$ cat src/sv/byte_stuffed_frame_receiver_top_macros.svh
// Assertion macros for the byte-stuffed frame receiver.
`ifndef BYTE_STUFFED_FRAME_RECEIVER_TOP_MACROS_SVH
`define BYTE_STUFFED_FRAME_RECEIVER_TOP_MACROS_SVH
`ifndef SYNTH
// Same-cycle implication, checked at every rising clock edge out of reset.
`define BSFR_ASSERT_IMPLY(lbl, ante, cons, msg) \
    lbl: assert property (@(posedge clk) disable iff (!rst_n) (ante) |-> (cons)) \
        else $error(msg);
// Next-cycle implication.
`define BSFR_ASSERT_NEXT(lbl, ante, cons, msg) \
    lbl: assert property (@(posedge clk) disable iff (!rst_n) (ante) |=> (cons)) \
        else $error(msg);
`else
`define BSFR_ASSERT_IMPLY(lbl, ante, cons, msg)
`define BSFR_ASSERT_NEXT(lbl, ante, cons, msg)
`endif
`endif

$ cat src/sv/bsfr_pkg.sv
// Types and constants shared by the byte-stuffed frame receiver.
package bsfr_pkg;

    localparam logic [7:0] FLAG_BYTE = 8'h5c;
    localparam logic [7:0] ESC_BYTE  = 8'h5d;
    localparam logic [7:0] ESC_FLAG  = 8'h7c;
    localparam logic [7:0] ESC_ESC   = 8'h7d;

    localparam logic [7:0] RST_ADDRESS = 8'h01;
    localparam logic [7:0] RST_CONTROL = 8'h08;

    localparam logic [1:0] KIND_DATA    = 2'd0;
    localparam logic [1:0] KIND_OK      = 2'd1;
    localparam logic [1:0] KIND_BADCHK  = 2'd2;
    localparam logic [1:0] KIND_FRAMING = 2'd3;

    localparam logic [2:0] PH_HUNT   = 3'd0;
    localparam logic [2:0] PH_ADDR   = 3'd1;
    localparam logic [2:0] PH_CTRL   = 3'd2;
    localparam logic [2:0] PH_HCHK   = 3'd3;
    localparam logic [2:0] PH_SUPEND = 3'd4;
    localparam logic [2:0] PH_DATA   = 3'd5;

    localparam logic [1:0] REG_ADDRESS     = 2'd0;
    localparam logic [1:0] REG_CONTROL     = 2'd1;
    localparam logic [1:0] REG_HAS_PAYLOAD = 2'd2;

    typedef struct packed {
        logic [7:0] expect_address;
        logic [7:0] expect_control;
        logic       has_payload;
    } cfg_t;

    typedef struct packed {
        logic       valid;
        logic [7:0] out_byte;
        logic [1:0] kind;
        logic       last;
    } result_t;

endpackage

$ cat src/sv/bsfr_if.sv
// Channel interfaces: received bytes, results and configuration writes.
interface bsfr_byte_if;
    logic       valid;
    logic       ready;
    logic [7:0] rx_byte;
    modport source (output valid, output rx_byte, input ready);
    modport sink (input valid, input rx_byte, output ready);
endinterface

interface bsfr_result_if;
    logic       valid;
    logic       ready;
    logic [7:0] out_byte;
    logic [1:0] kind;
    logic       last;
    modport source (output valid, output out_byte, output kind, output last, input ready);
    modport sink (input valid, input out_byte, input kind, input last, output ready);
endinterface

interface bsfr_cfg_if;
    logic       valid;
    logic       ready;
    logic [1:0] addr;
    logic [7:0] data;
    modport source (output valid, output addr, output data, input ready);
    modport sink (input valid, input addr, input data, output ready);
endinterface

$ cat src/sv/bsfr_fsm.sv
// Frame state machine: header checks, destuffing, hold-back and payload check.
module bsfr_fsm #(
    parameter int MAX_PAYLOAD = 1024
) (
    input  logic                clk,
    input  logic                rst_n,
    input  logic                accept,
    input  logic [7:0]          rx_byte,
    input  bsfr_pkg::cfg_t      cfg,
    output bsfr_pkg::result_t   result
);

    localparam int CW = $clog2(MAX_PAYLOAD + 1);
    localparam logic [CW-1:0] MAX_COUNT = CW'(MAX_PAYLOAD);

    logic [2:0]    phase_reg, phase_next;
    logic [7:0]    held_reg, held_next;
    logic          held_valid_reg, held_valid_next;
    logic          esc_reg, esc_next;
    logic [7:0]    accum_reg, accum_next;
    logic [CW-1:0] count_reg, count_next;

    always_comb
    begin
        logic [2:0] miss_phase;
        logic       take;
        logic [7:0] take_byte;
        logic       clear;
        logic [1:0] end_kind;

        miss_phase = (rx_byte == bsfr_pkg::FLAG_BYTE) ? bsfr_pkg::PH_ADDR : bsfr_pkg::PH_HUNT;
        take       = 1'b0;
        take_byte  = rx_byte;
        clear      = 1'b0;
        end_kind   = bsfr_pkg::KIND_FRAMING;

        phase_next      = phase_reg;
        held_next       = held_reg;
        held_valid_next = held_valid_reg;
        esc_next        = esc_reg;
        accum_next      = accum_reg;
        count_next      = count_reg;
        result          = '0;

        case (phase_reg)
            bsfr_pkg::PH_HUNT:
            begin
                if (rx_byte == bsfr_pkg::FLAG_BYTE)
                    phase_next = bsfr_pkg::PH_ADDR;
            end
            bsfr_pkg::PH_ADDR:
            begin
                if (rx_byte != bsfr_pkg::FLAG_BYTE)
                    phase_next = (rx_byte == cfg.expect_address) ?
                                 bsfr_pkg::PH_CTRL : bsfr_pkg::PH_HUNT;
            end
            bsfr_pkg::PH_CTRL:
            begin
                phase_next = (rx_byte == cfg.expect_control) ? bsfr_pkg::PH_HCHK : miss_phase;
            end
            bsfr_pkg::PH_HCHK:
            begin
                if (rx_byte == (cfg.expect_address ^ cfg.expect_control))
                begin
                    clear      = 1'b1;
                    phase_next = cfg.has_payload ? bsfr_pkg::PH_DATA : bsfr_pkg::PH_SUPEND;
                end
                else
                    phase_next = miss_phase;
            end
            bsfr_pkg::PH_SUPEND:
            begin
                if (rx_byte == bsfr_pkg::FLAG_BYTE)
                begin
                    phase_next  = bsfr_pkg::PH_ADDR;
                    result.valid = 1'b1;
                    result.kind  = bsfr_pkg::KIND_OK;
                    result.last  = 1'b1;
                end
                else
                    phase_next = bsfr_pkg::PH_HUNT;
            end
            bsfr_pkg::PH_DATA:
            begin
                if (esc_reg)
                begin
                    esc_next = 1'b0;
                    if (rx_byte == bsfr_pkg::ESC_FLAG)
                    begin
                        take      = 1'b1;
                        take_byte = bsfr_pkg::FLAG_BYTE;
                    end
                    else if (rx_byte == bsfr_pkg::ESC_ESC)
                    begin
                        take      = 1'b1;
                        take_byte = bsfr_pkg::ESC_BYTE;
                    end
                    else
                    begin
                        // invalid escape sequence
                        phase_next   = miss_phase;
                        clear        = 1'b1;
                        result.valid = 1'b1;
                        result.kind  = bsfr_pkg::KIND_FRAMING;
                        result.last  = 1'b1;
                    end
                end
                else if (rx_byte == bsfr_pkg::ESC_BYTE)
                    esc_next = 1'b1;
                else if (rx_byte == bsfr_pkg::FLAG_BYTE)
                begin
                    // closing flag: held byte is the payload check
                    if (held_valid_reg && (count_reg != '0))
                        end_kind = (held_reg == accum_reg) ?
                                   bsfr_pkg::KIND_OK : bsfr_pkg::KIND_BADCHK;
                    phase_next   = bsfr_pkg::PH_ADDR;
                    clear        = 1'b1;
                    result.valid = 1'b1;
                    result.kind  = end_kind;
                    result.last  = 1'b1;
                end
                else
                    take = 1'b1;
            end
            default:
            begin
                phase_next = bsfr_pkg::PH_HUNT;
                clear      = 1'b1;
            end
        endcase

        if (take)
        begin
            if (held_valid_reg && (count_reg >= MAX_COUNT))
            begin
                // overlong payload
                phase_next   = bsfr_pkg::PH_HUNT;
                clear        = 1'b1;
                result.valid = 1'b1;
                result.kind  = bsfr_pkg::KIND_FRAMING;
                result.last  = 1'b1;
            end
            else
            begin
                if (held_valid_reg)
                begin
                    result.valid    = 1'b1;
                    result.out_byte = held_reg;
                    result.kind     = bsfr_pkg::KIND_DATA;
                    accum_next      = accum_reg ^ held_reg;
                    count_next      = CW'(count_reg + 1'b1);
                end
                held_next       = take_byte;
                held_valid_next = 1'b1;
            end
        end

        if (clear)
        begin
            held_next       = '0;
            held_valid_next = 1'b0;
            esc_next        = 1'b0;
            accum_next      = '0;
            count_next      = '0;
        end
    end

    always_ff @(posedge clk or negedge rst_n)
    begin
        if (!rst_n)
        begin
            phase_reg      <= bsfr_pkg::PH_HUNT;
            held_reg       <= '0;
            held_valid_reg <= 1'b0;
            esc_reg        <= 1'b0;
            accum_reg      <= '0;
            count_reg      <= '0;
        end
        else if (accept)
        begin
            phase_reg      <= phase_next;
            held_reg       <= held_next;
            held_valid_reg <= held_valid_next;
            esc_reg        <= esc_next;
            accum_reg      <= accum_next;
            count_reg      <= count_next;
        end
    end

endmodule

$ cat src/sv/byte_stuffed_frame_receiver_top.sv
// Byte-stuffed frame receiver: top level with configuration and result register.
//
// Channels: rx takes one raw line byte per transaction; res gives at most one
// result per accepted byte (destuffed data byte, or a status that ends a frame
// with last set: frame ok, payload check mismatch or framing error); cfg writes
// register 0 (expected address), 1 (expected control) or 2 (payload mode).
// Writes to cfg are always taken; write only while the receiver is idle.
// Latency: a result is on res the cycle after the byte that causes it.
// Throughput: one byte per cycle. rx.ready is high whenever the result
// register is empty or is being emptied in the same cycle, so a stalled res
// side holds back rx only once a result is waiting.
// Payload bytes are held back by one byte, so each data result appears on the
// byte after the one that carried it; the last held byte is the payload check.
// Reset (rst_n low, asynchronous) empties the result register, loads the
// register defaults (address 0x01, control 0x08, payload mode) and puts the
// receiver back to hunting for an opening flag.
// MAX_PAYLOAD sets the longest payload accepted and the width of its counter.
module byte_stuffed_frame_receiver_top #(
    parameter int MAX_PAYLOAD = 1024
) (
    input  logic                 clk,
    input  logic                 rst_n,
    bsfr_byte_if.sink            rx,
    bsfr_result_if.source        res,
    bsfr_cfg_if.sink             cfg
);

`include "byte_stuffed_frame_receiver_top_macros.svh"

    bsfr_pkg::cfg_t    cfg_reg;
    bsfr_pkg::result_t result;
    logic              out_valid_reg, out_valid_next;
    logic [7:0]        out_byte_reg;
    logic [1:0]        out_kind_reg;
    logic              out_last_reg;
    logic              rx_accept;

    assign cfg.ready = 1'b1;
    assign rx.ready  = !out_valid_reg || res.ready;
    assign rx_accept = rx.valid && rx.ready;

    always_ff @(posedge clk or negedge rst_n)
    begin
        if (!rst_n)
        begin
            cfg_reg.expect_address <= bsfr_pkg::RST_ADDRESS;
            cfg_reg.expect_control <= bsfr_pkg::RST_CONTROL;
            cfg_reg.has_payload    <= 1'b1;
        end
        else if (cfg.valid)
        begin
            case (cfg.addr)
                bsfr_pkg::REG_ADDRESS:     cfg_reg.expect_address <= cfg.data;
                bsfr_pkg::REG_CONTROL:     cfg_reg.expect_control <= cfg.data;
                bsfr_pkg::REG_HAS_PAYLOAD: cfg_reg.has_payload    <= cfg.data[0];
                default:                   cfg_reg <= cfg_reg;
            endcase
        end
    end

    bsfr_fsm #(
        .MAX_PAYLOAD (MAX_PAYLOAD)
    ) u_fsm (
        .clk     (clk),
        .rst_n   (rst_n),
        .accept  (rx_accept),
        .rx_byte (rx.rx_byte),
        .cfg     (cfg_reg),
        .result  (result)
    );

    always_comb
    begin
        out_valid_next = out_valid_reg;
        if (rx_accept)
            out_valid_next = result.valid;
        else if (res.ready)
            out_valid_next = 1'b0;
    end

    always_ff @(posedge clk or negedge rst_n)
    begin
        if (!rst_n)
            out_valid_reg <= 1'b0;
        else
            out_valid_reg <= out_valid_next;
    end

    always_ff @(posedge clk)
    begin
        if (rx_accept && result.valid)
        begin
            out_byte_reg <= result.out_byte;
            out_kind_reg <= result.kind;
            out_last_reg <= result.last;
        end
    end

    assign res.valid    = out_valid_reg;
    assign res.out_byte = out_byte_reg;
    assign res.kind     = out_kind_reg;
    assign res.last     = out_last_reg;

    `BSFR_ASSERT_IMPLY(a_ready_when_empty, !out_valid_reg, rx.ready, "rx stalled with empty result register")
    `BSFR_ASSERT_IMPLY(a_data_not_last, res.valid && (res.kind == bsfr_pkg::KIND_DATA), !res.last, "data result flagged last")
    `BSFR_ASSERT_IMPLY(a_status_form, res.valid && (res.kind != bsfr_pkg::KIND_DATA), res.last && (res.out_byte == 8'h00), "status result malformed")
    `BSFR_ASSERT_NEXT(a_result_loaded, rx_accept && result.valid, res.valid, "result lost after accepted byte")

endmodule

$ cat src/flat_wrapper.sv
// flat-port wrapper written by rule: the top's interface ports become plain ports
module byte_stuffed_frame_receiver_top_flat 
#(
    parameter int MAX_PAYLOAD = 1024
)
  (clk, rst_n, rx_valid, rx_rx_byte, rx_ready, res_valid, res_out_byte, res_kind, res_last, res_ready, cfg_valid, cfg_addr, cfg_data, cfg_ready);
  bsfr_byte_if rx_i ();
  bsfr_result_if res_i ();
  bsfr_cfg_if cfg_i ();
  input  logic clk;
  input  logic rst_n;
  input wire logic [$bits(rx_i.valid)-1:0] rx_valid;
  input wire logic [$bits(rx_i.rx_byte)-1:0] rx_rx_byte;
  output wire logic [$bits(rx_i.ready)-1:0] rx_ready;
  output wire logic [$bits(res_i.valid)-1:0] res_valid;
  output wire logic [$bits(res_i.out_byte)-1:0] res_out_byte;
  output wire logic [$bits(res_i.kind)-1:0] res_kind;
  output wire logic [$bits(res_i.last)-1:0] res_last;
  input wire logic [$bits(res_i.ready)-1:0] res_ready;
  input wire logic [$bits(cfg_i.valid)-1:0] cfg_valid;
  input wire logic [$bits(cfg_i.addr)-1:0] cfg_addr;
  input wire logic [$bits(cfg_i.data)-1:0] cfg_data;
  output wire logic [$bits(cfg_i.ready)-1:0] cfg_ready;
  assign rx_i.valid = rx_valid;
  assign rx_i.rx_byte = rx_rx_byte;
  assign rx_ready = rx_i.ready;
  assign res_valid = res_i.valid;
  assign res_out_byte = res_i.out_byte;
  assign res_kind = res_i.kind;
  assign res_last = res_i.last;
  assign res_i.ready = res_ready;
  assign cfg_i.valid = cfg_valid;
  assign cfg_i.addr = cfg_addr;
  assign cfg_i.data = cfg_data;
  assign cfg_ready = cfg_i.ready;
  byte_stuffed_frame_receiver_top #(.MAX_PAYLOAD(MAX_PAYLOAD)) u_core (.clk(clk), .rst_n(rst_n), .rx(rx_i), .res(res_i), .cfg(cfg_i));
endmodule
$ cat config.mk
export PLATFORM = sky130hd
export DESIGN_NAME = byte_stuffed_frame_receiver_top_flat
export DESIGN_NICKNAME = d
export VERILOG_FILES = /design/src/sv/bsfr_pkg.sv /design/src/sv/bsfr_if.sv /design/src/sv/bsfr_fsm.sv /design/src/sv/byte_stuffed_frame_receiver_top.sv /design/src/flat_wrapper.sv
export VERILOG_INCLUDE_DIRS = /design/src /design/src/sv
export SDC_FILE = /design/constraint.sdc
export NUM_CORES = 1
export LEC_CHECK = 0
export ABC_AREA = 1
export BUFFER_PORTS_ARGS = -buffer_cell sky130_fd_sc_hd__buf_2
export CORE_ASPECT_RATIO = 1.4
export CORE_UTILIZATION = 45
export DETAILED_ROUTE_END_ITERATION = 8
export GPL_TIMING_DRIVEN = 0
export PLACE_DENSITY = 0.63
export SLEW_MARGIN = 20
export SYNTH_ARGS = -nofsm -noshare
export SYNTH_HDL_FRONTEND = slang
export SYNTH_SLANG_ARGS = --single-unit
$ cat constraint.sdc
create_clock -name clk -period 4.03 [get_ports clk]
set_input_delay 0.806 -clock clk [delete_from_list [all_inputs] [get_ports clk]]
set_output_delay 0.806 -clock clk [all_outputs]
set_load 0.01 [all_outputs]
==> results.toml, run 1 <==
[timing]
rsz0062_at_grt = "false"
setup_tns_ns = 0
tightest_slew_ns = 0.7497
min_period_ns = 2.536
layout_setup_ws_ns = 1.494
fin_worst_skew_ns = 0.01359
maxSlewViolCount = 0
slew_headroom = 0.5002
setup_viol = 0
hold_viol = 0
fin_hold_ws_ns = 0.4795
finalCritPeriodShare = 0.6293
fmax_ghz = 0.3943

[global_route]
globalRouteMet3Util = 0.03814
grt_pass1_wl_um = 13250
grt_max_degree = 51
gr-max-usage-layer = "met2"
grt_pass1_vias = 2974
antenna_found_initial = 0
grt_util_met1 = 0.2137
met2_usage = 0.3875
grt_overflow = 0
grt_usage = 0.2092

[detailed_routing]
drt-total-wl_um = 7699
drc = 0
detail-route-antenna-nets = 0
wire_per_inst_um = 12.16
first_pass_iters = 4
num_vias = 3104
drt_iter0_markers = 151
vias_per_cell = 4.904

[critical_path]
worstRegToRegCells = 7
start_kind = "input pin"
endpoint_kind = "register"
worst_ep_required_time_ns = 4.00
cp_data_arrival_time_ns = 2.51
r2r_slack_ns = 1.77
criticalPathCategory = "in -> reg"
cp_max_fo = 12

[floorplanning]
die_w_um = 77.29
die_h_um = 107.4
start_util = 0.4636
core_area_mm2 = 0.007702
io_pins = 37
rows = 38
die_area_mm2 = 0.008300

[synthesis]
synth_seq_area_share = 0.4439
synth.net_count = 507
syn-cell-area_mm2 = 0.003571
yosysWarnings = 0
syn_avg_cell_area_um2 = 7.409
syn_inst = 482
yosys_register_bits = 61
synth_cell_types = 35

[clocking]
path_clk_slew_ns = 0.07
clock-sinks = 61
cts-root-buf = "clkbuf_8"
cts.path.max_buffers = 2
ctsHoldBuffers = 0
cts_setup_buffers = 0
cts_buffers = 9
ctsResizeCount = 0
cts_tree = "done"
clk_latency_ns = 0.35
h-tree-depth = 3

[power_and_ir_drop]
power_density_mw_per_mm2 = 356.8
peakVddDrop_mv = 0.2015
p_total_w = 0.001456
p_leak_nw = 2.034

[min_path]
hp-class = "in -> async"

[run]
cap_violations = 0

[cells_and_area]
largest_reg_flops = 17
area_growth_pct = 14.30
drive_gt1_frac = 0.1445
fillers = 772
n_antenna_cell = 0
nets = 553
multiInputGateArea_mm2 = 0.001690
seqCellArea_mm2 = 0.001585

[placed_design]
io_buffers = 35
detailedPlace.worstSlack_ns = 1.131
gp_congestion = 0.8440
hpwl_um = 5872

[run_status]
outcome = "complete, no violations"
==> cells by family (layout without fill, tap and decap cells) <==
family,after synthesis,after routing,share of synthesized area
AO/OA/AOI/OAI,32,32,0.04905
AND/OR/NAND/NOR,293,293,0.3637
buffers and inverters,72,123,0.08374
adder cells (fa/ha/maj),2,2,0.007007
XOR/XNOR,21,21,0.05151
other,1,1,0.001050
flip-flops,61,61,0.4439
==> critical path: stages <==
cell,delay [ns]
buf_2,0.13
inv_2,0.07
nand2_1,0.09
nor2_1,0.20
nand2_1,0.14
nor4_1,0.22
inv_1,0.09
nand2_1,0.09
inv_1,0.06
a21oi_2,0.61
==> per-stage QoR <==
stage	utilization	instances	instance area [µm²]
3_5_place_dp	0.5034	617	3877
3_3_place_gp	0.5026	617	3871
4_1_cts	0.5299	633	4081
5_1_grt	0.5299	633	4081
6_report	0.5299	633	4081
2_1_floorplan	-	482	3571
==> report_power, final <==
group / leakage (nW) / total, W / internal [W] / switching, W
Combinational: 1.19 / 0.000196 / 0.0000751 / 0.000121
Sequential: 0.739 / 0.000700 / 0.000664 / 0.0000358
Clock: 0.101 / 0.000560 / 0.000321 / 0.000239
Total: 2.03 / 0.00146 / 0.00106 / 0.000396
==> worst paths after layout <==
path / startpoint / endpoint
max in group asynchronous: rst_n / u_core.cfg_reg[1]
worst max register to register: u_core.u_fsm.phase_reg[1] / u_core.res.kind[1]
min in group clk: u_core.u_fsm.accum_reg[4] / u_core.u_fsm.accum_reg[4]
worst min register to register: u_core.u_fsm.accum_reg[4] / u_core.u_fsm.accum_reg[4]
worst min-delay path: rst_n / u_core.u_fsm.count_reg[0]
worst max-delay path: rx_rx_byte[7] / u_core.res.kind[1]
==> cell usage after synthesis <==
library cell | count | area (µm²)
nor3_1 | 6 | 30.03
dfrtp_1 | 47 | 1176
inv_1 | 60 | 225.2
nor2_1 | 50 | 187.7
nor4b_1 | 1 | 8.760
xnor2_1 | 15 | 131.4
nor2_2 | 2 | 12.51
nand2_2 | 2 | 12.51
nand3_4 | 2 | 35.03
nand4_1 | 6 | 37.54
edfxtp_1 | 11 | 330.3
dfstp_2 | 3 | 78.83
a21oi_4 | 1 | 16.27
nand4_4 | 1 | 21.27
nor2_4 | 2 | 22.52
o21ai_1 | 1 | 5.000
inv_2 | 3 | 11.26
ha_1 | 2 | 25.02
clkbuf_1 | 2 | 7.510
a41oi_1 | 1 | 8.760
nand3_1 | 37 | 185.2
o21ai_0 | 24 | 120.1
nand3b_1 | 5 | 37.54
nand2_4 | 2 | 22.52
buf_4 | 3 | 22.52
nor3b_1 | 1 | 7.510
buf_2 | 2 | 10.01
buf_6 | 2 | 22.52
xor2_1 | 6 | 52.55
conb_1 | 1 | 3.750
a21oi_1 | 5 | 25.02
nor4_1 | 1 | 6.260
nand3_2 | 2 | 20.02
and3_1 | 1 | 6.260
nand2_1 | 172 | 645.6
==> routing by layer <==
metal | wire length, µm | vias up
li1 | - | 1599
met1 | 3062 | 1421
met2 | 4089 | 63
met3 | 237 | 21
met4 | 310 | 0
met5 | 0 | -
==> final cells by class <==
class                           instances  area share
Sequential cell                        61      0.3884
Clock buffer                           12     0.03832
Buffer                                  9     0.01533
Tap cell                              100     0.03066
Multi-Input combinational cell        349      0.4142
Inverter                               63     0.05794
Clock inverter                          4     0.01165
Timing Repair Buffer                   35     0.04353
==> placed cells by master (no fill, tap or decap), types with 2 or more instances in the layout <==
cell | netlist | final
a21oi_1 | 5 | 4
buf_2 | 2 | 36
buf_4 | 3 | 4
buf_6 | 2 | 2
clkbuf_1 | 2 | 4
clkbuf_8 | 0 | 9
clkinv_2 | 0 | 2
dfrtp_1 | 47 | 47
dfstp_2 | 3 | 3
edfxtp_1 | 11 | 11
ha_1 | 2 | 2
inv_1 | 60 | 60
inv_2 | 3 | 3
nand2_1 | 172 | 172
nand2_2 | 2 | 2
nand2_4 | 2 | 2
nand3_1 | 37 | 37
nand3_2 | 2 | 2
nand3_4 | 2 | 2
nand3b_1 | 5 | 5
nand4_1 | 6 | 6
nor2_1 | 50 | 50
nor2_2 | 2 | 2
nor2_4 | 2 | 2
nor3_1 | 6 | 6
o21ai_0 | 24 | 24
xnor2_1 | 15 | 15
xor2_1 | 6 | 6
No activity file was read; power rests on OpenSTA's default activity.
==> run 2, diff against run 1 <==
- ABC_AREA: 1 -> 0
- clock period: 4.03 -> 2.55 ns (I/O delays scaled with it)
==> run 2 against run 1 <==
Against the previous run: core utilization up 1.0 points; critical path depth fell by 3; first-iteration DRC count down 17%; clock skew fell by 0.0043 ns.
==> results.toml, run 2 <==
[cells_and_area]
fillers = 685
largest_reg_flops = 17
postLayoutCoreUtil = 0.5404
multiInputGateArea_mm2 = 0.001774
seqCellArea_mm2 = 0.001585
finalNonFillerCells = 448
drive_gt1_frac = 0.2792
mostFrequentLayoutCells = "dfrtp_1 (47), buf_2 (34), nand2_1 (22)"
nets = 371
area_growth_pct = 16.15
mostFrequentLayoutCell = "dfrtp_1"
n_antenna_cell = 0

[clocking]
cts_setup_buffers = 0
ctsResizeCount = 1
cts_buffers = 9
cts-root-buf = "clkbuf_8"
clk_latency_ns = 0.35
ctsHoldBuffers = 0
clock-sinks = 61
h-tree-depth = 3
path_clk_slew_ns = 0.08
cts_tree = "done"
cts.path.max_buffers = 2

[timing]
min_period_ns = 2.321
tightest_slew_ns = 0.6987
finalCritPeriodShare = 0.9103
fin_worst_skew_ns = 0.009277
setup_viol = 0
hold_viol = 0
layout_setup_ws_ns = 0.2288
rsz0062_at_grt = "false"
fmax_ghz = 0.4308
setup_tns_ns = 0
slew_headroom = 0.5321
maxSlewViolCount = 0

[power_and_ir_drop]
peakVddDrop_mv = 0.4327
switching_share = 0.2447
p_leak_nw = 1.661
p_int_w = 0.001912
power_density_mw_per_mm2 = 636.3
power_frac_clock = 0.419
switchingPower_w = 0.0006192
pwr-share-seq = 0.446
power_frac_comb = 0.135

[synthesis]
synth_cell_types = 58
synth_edf_count = 11
synth_ff_type = "dfrtp_1"
synth.net_count = 327
yosysMostFrequentCell = "dfrtp_1"
yosys_register_bits = 61
syn_avg_cell_area_um2 = 11.34
yosysWarnings = 0
synth_area_leaders = "dfrtp_1 (34%), edfxtp_1 (9.6%), mux2_2 (5.6%)"
synth.top_cells.by_count = "dfrtp_1 (47), nand2_1 (22), mux2_2 (17)"
yosysTopAreaCell = "dfrtp_1"
syn_inst = 302
syn-cell-area_mm2 = 0.003425
synth_top_area_share = 0.3434
synth_seq_area_share = 0.4629
synthArstFlopShare = 0.8197

[global_route]
grt_pass1_wl_um = 11890
antenna_found_initial = 0
grt_max_degree = 51
grt_overflow = 0
grt_usage = 0.2018
grt_pass1_vias = 2447

[floorplanning]
start_util = 0.4652
die_w_um = 75.73
die_area_mm2 = 0.007968
die_h_um = 105.2
rows = 37
core_area_mm2 = 0.007361
io_pins = 37

[critical_path]
cp_max_fo = 9
criticalPathCategory = "reg -> reg"
worstRegToRegCells = 7
worst_ep_required_time_ns = 2.82
endpoint = "u_core.u_fsm.count_reg[9]"
cp_data_arrival_time_ns = 2.59
rr_startpoint = "u_core.u_fsm.phase_reg[0]"
endpoint_kind = "register"
r2r-end = "u_core.u_fsm.count_reg[9]"
start_kind = "register"
startpoint = "u_core.u_fsm.phase_reg[0]"
r2r_slack_ns = 0.23

[run_status]
outcome = "complete, no violations"

[detailed_routing]
wire_per_inst_um = 15.32
drt_iter0_markers = 126
first_pass_iters = 4
drt-total-wl_um = 6864
detail-route-antenna-nets = 0
drc = 0
vias_per_cell = 5.440
num_vias = 2437

[placed_design]
io_buffers = 33
detailedPlace.worstSlack_ns = -0.3042
gp_congestion = 0.9086
hpwl_um = 5095
dpl.cell_count = 432

[min_path]
hp-class = "in -> async"

[run]
cap_violations = 0
-- run 2: cell types whose count changed in the layout (fill, tap and decap cells not counted), moves of 12 or more --
cell / change
nand3_1: -27
inv_1: -53
nand2_1: -150
mux2_2: +17
o21ai_0: -12
nor2_1: -36
-- run 2: metrics by stage --
step	cell area, µm²	hold WS, ns	total power, W
2_1_floorplan	3425	0.2144	0.001393
3_3_place_gp	3711	0.5041	0.001481
3_5_place_dp	3719	0.5097	0.001491
4_1_cts	3969	0.1983	0.002558
5_1_grt	3978	0.2264	0.002640
6_report	3978	0.1836	0.002531
-- run 2: worst max-delay path: stages, from the launching register on --
cell	delay [ns]
dfrtp_1	0.32
clkbuf_1	0.29
and3b_2	0.26
nand3_1	0.12
nor4_4	0.47
o311ai_2	0.21
or4_1	0.43
a21oi_1	0.14
-- run 2: logic make-up after synthesis --
kind of cell,after synthesis,share of synthesized area
adder cells (fa/ha/maj),2,0.007306
AO/OA/AOI/OAI,63,0.1374
flip-flops,61,0.4629
AND/OR/NAND/NOR,107,0.1856
other,1,0.001095
multiplexers,18,0.05882
XOR/XNOR,34,0.1231
buffers and inverters,16,0.02375
-- run 2: area by class of cell --
type	instances	share of cell area
flip-flops and latches	61	0.3986
multi-input cells	225	0.4461
clock inverters	7	0.03114
clock buffers	9	0.03114
repair buffers	33	0.04215
plain buffers	9	0.01384
well taps	97	0.03051
inverters	7	0.006606
-- run 2: how the worst min path moves through the flow --
stage / startpoint / endpoint / slack [ns] / cells past startpoint
3_3_place_gp: u_core.u_fsm.accum_reg[3] / u_core.u_fsm.accum_reg[3] / 0.50 / 1
5_1_grt: rst_n / u_core.u_fsm.held_reg[4] / 0.23 / 1
3_5_place_dp: u_core.u_fsm.accum_reg[5] / u_core.u_fsm.accum_reg[5] / 0.51 / 1
2_1_floorplan: rst_n / u_core.cfg_reg[10] / 0.21 / 0
4_1_cts: rst_n / u_core.u_fsm.held_reg[7] / 0.20 / 1
6_report: rst_n / u_core.u_fsm.held_reg[6] / 0.18 / 1
-- run 2: routing by layer --
metal	vias up	global-route usage	share of wire
met2	57	0.3546	0.54
met1	1180	0.2382	0.41
met4	0	0.07672	0.018
li1	1188	-	-
met5	-	0	0
met3	12	0.03442	0.030
-- run 2: power groups by stage --
stage / clock, W / sequential [W] / combinational, W
2_1_floorplan: 0 / 0.00113 / 0.000264
3_3_place_gp: 0 / 0.00114 / 0.000337
3_5_place_dp: 0 / 0.00115 / 0.000343
4_1_cts: 0.00108 / 0.00113 / 0.000349
5_1_grt: 0.00113 / 0.00114 / 0.000376
6_report: 0.00106 / 0.00113 / 0.000343
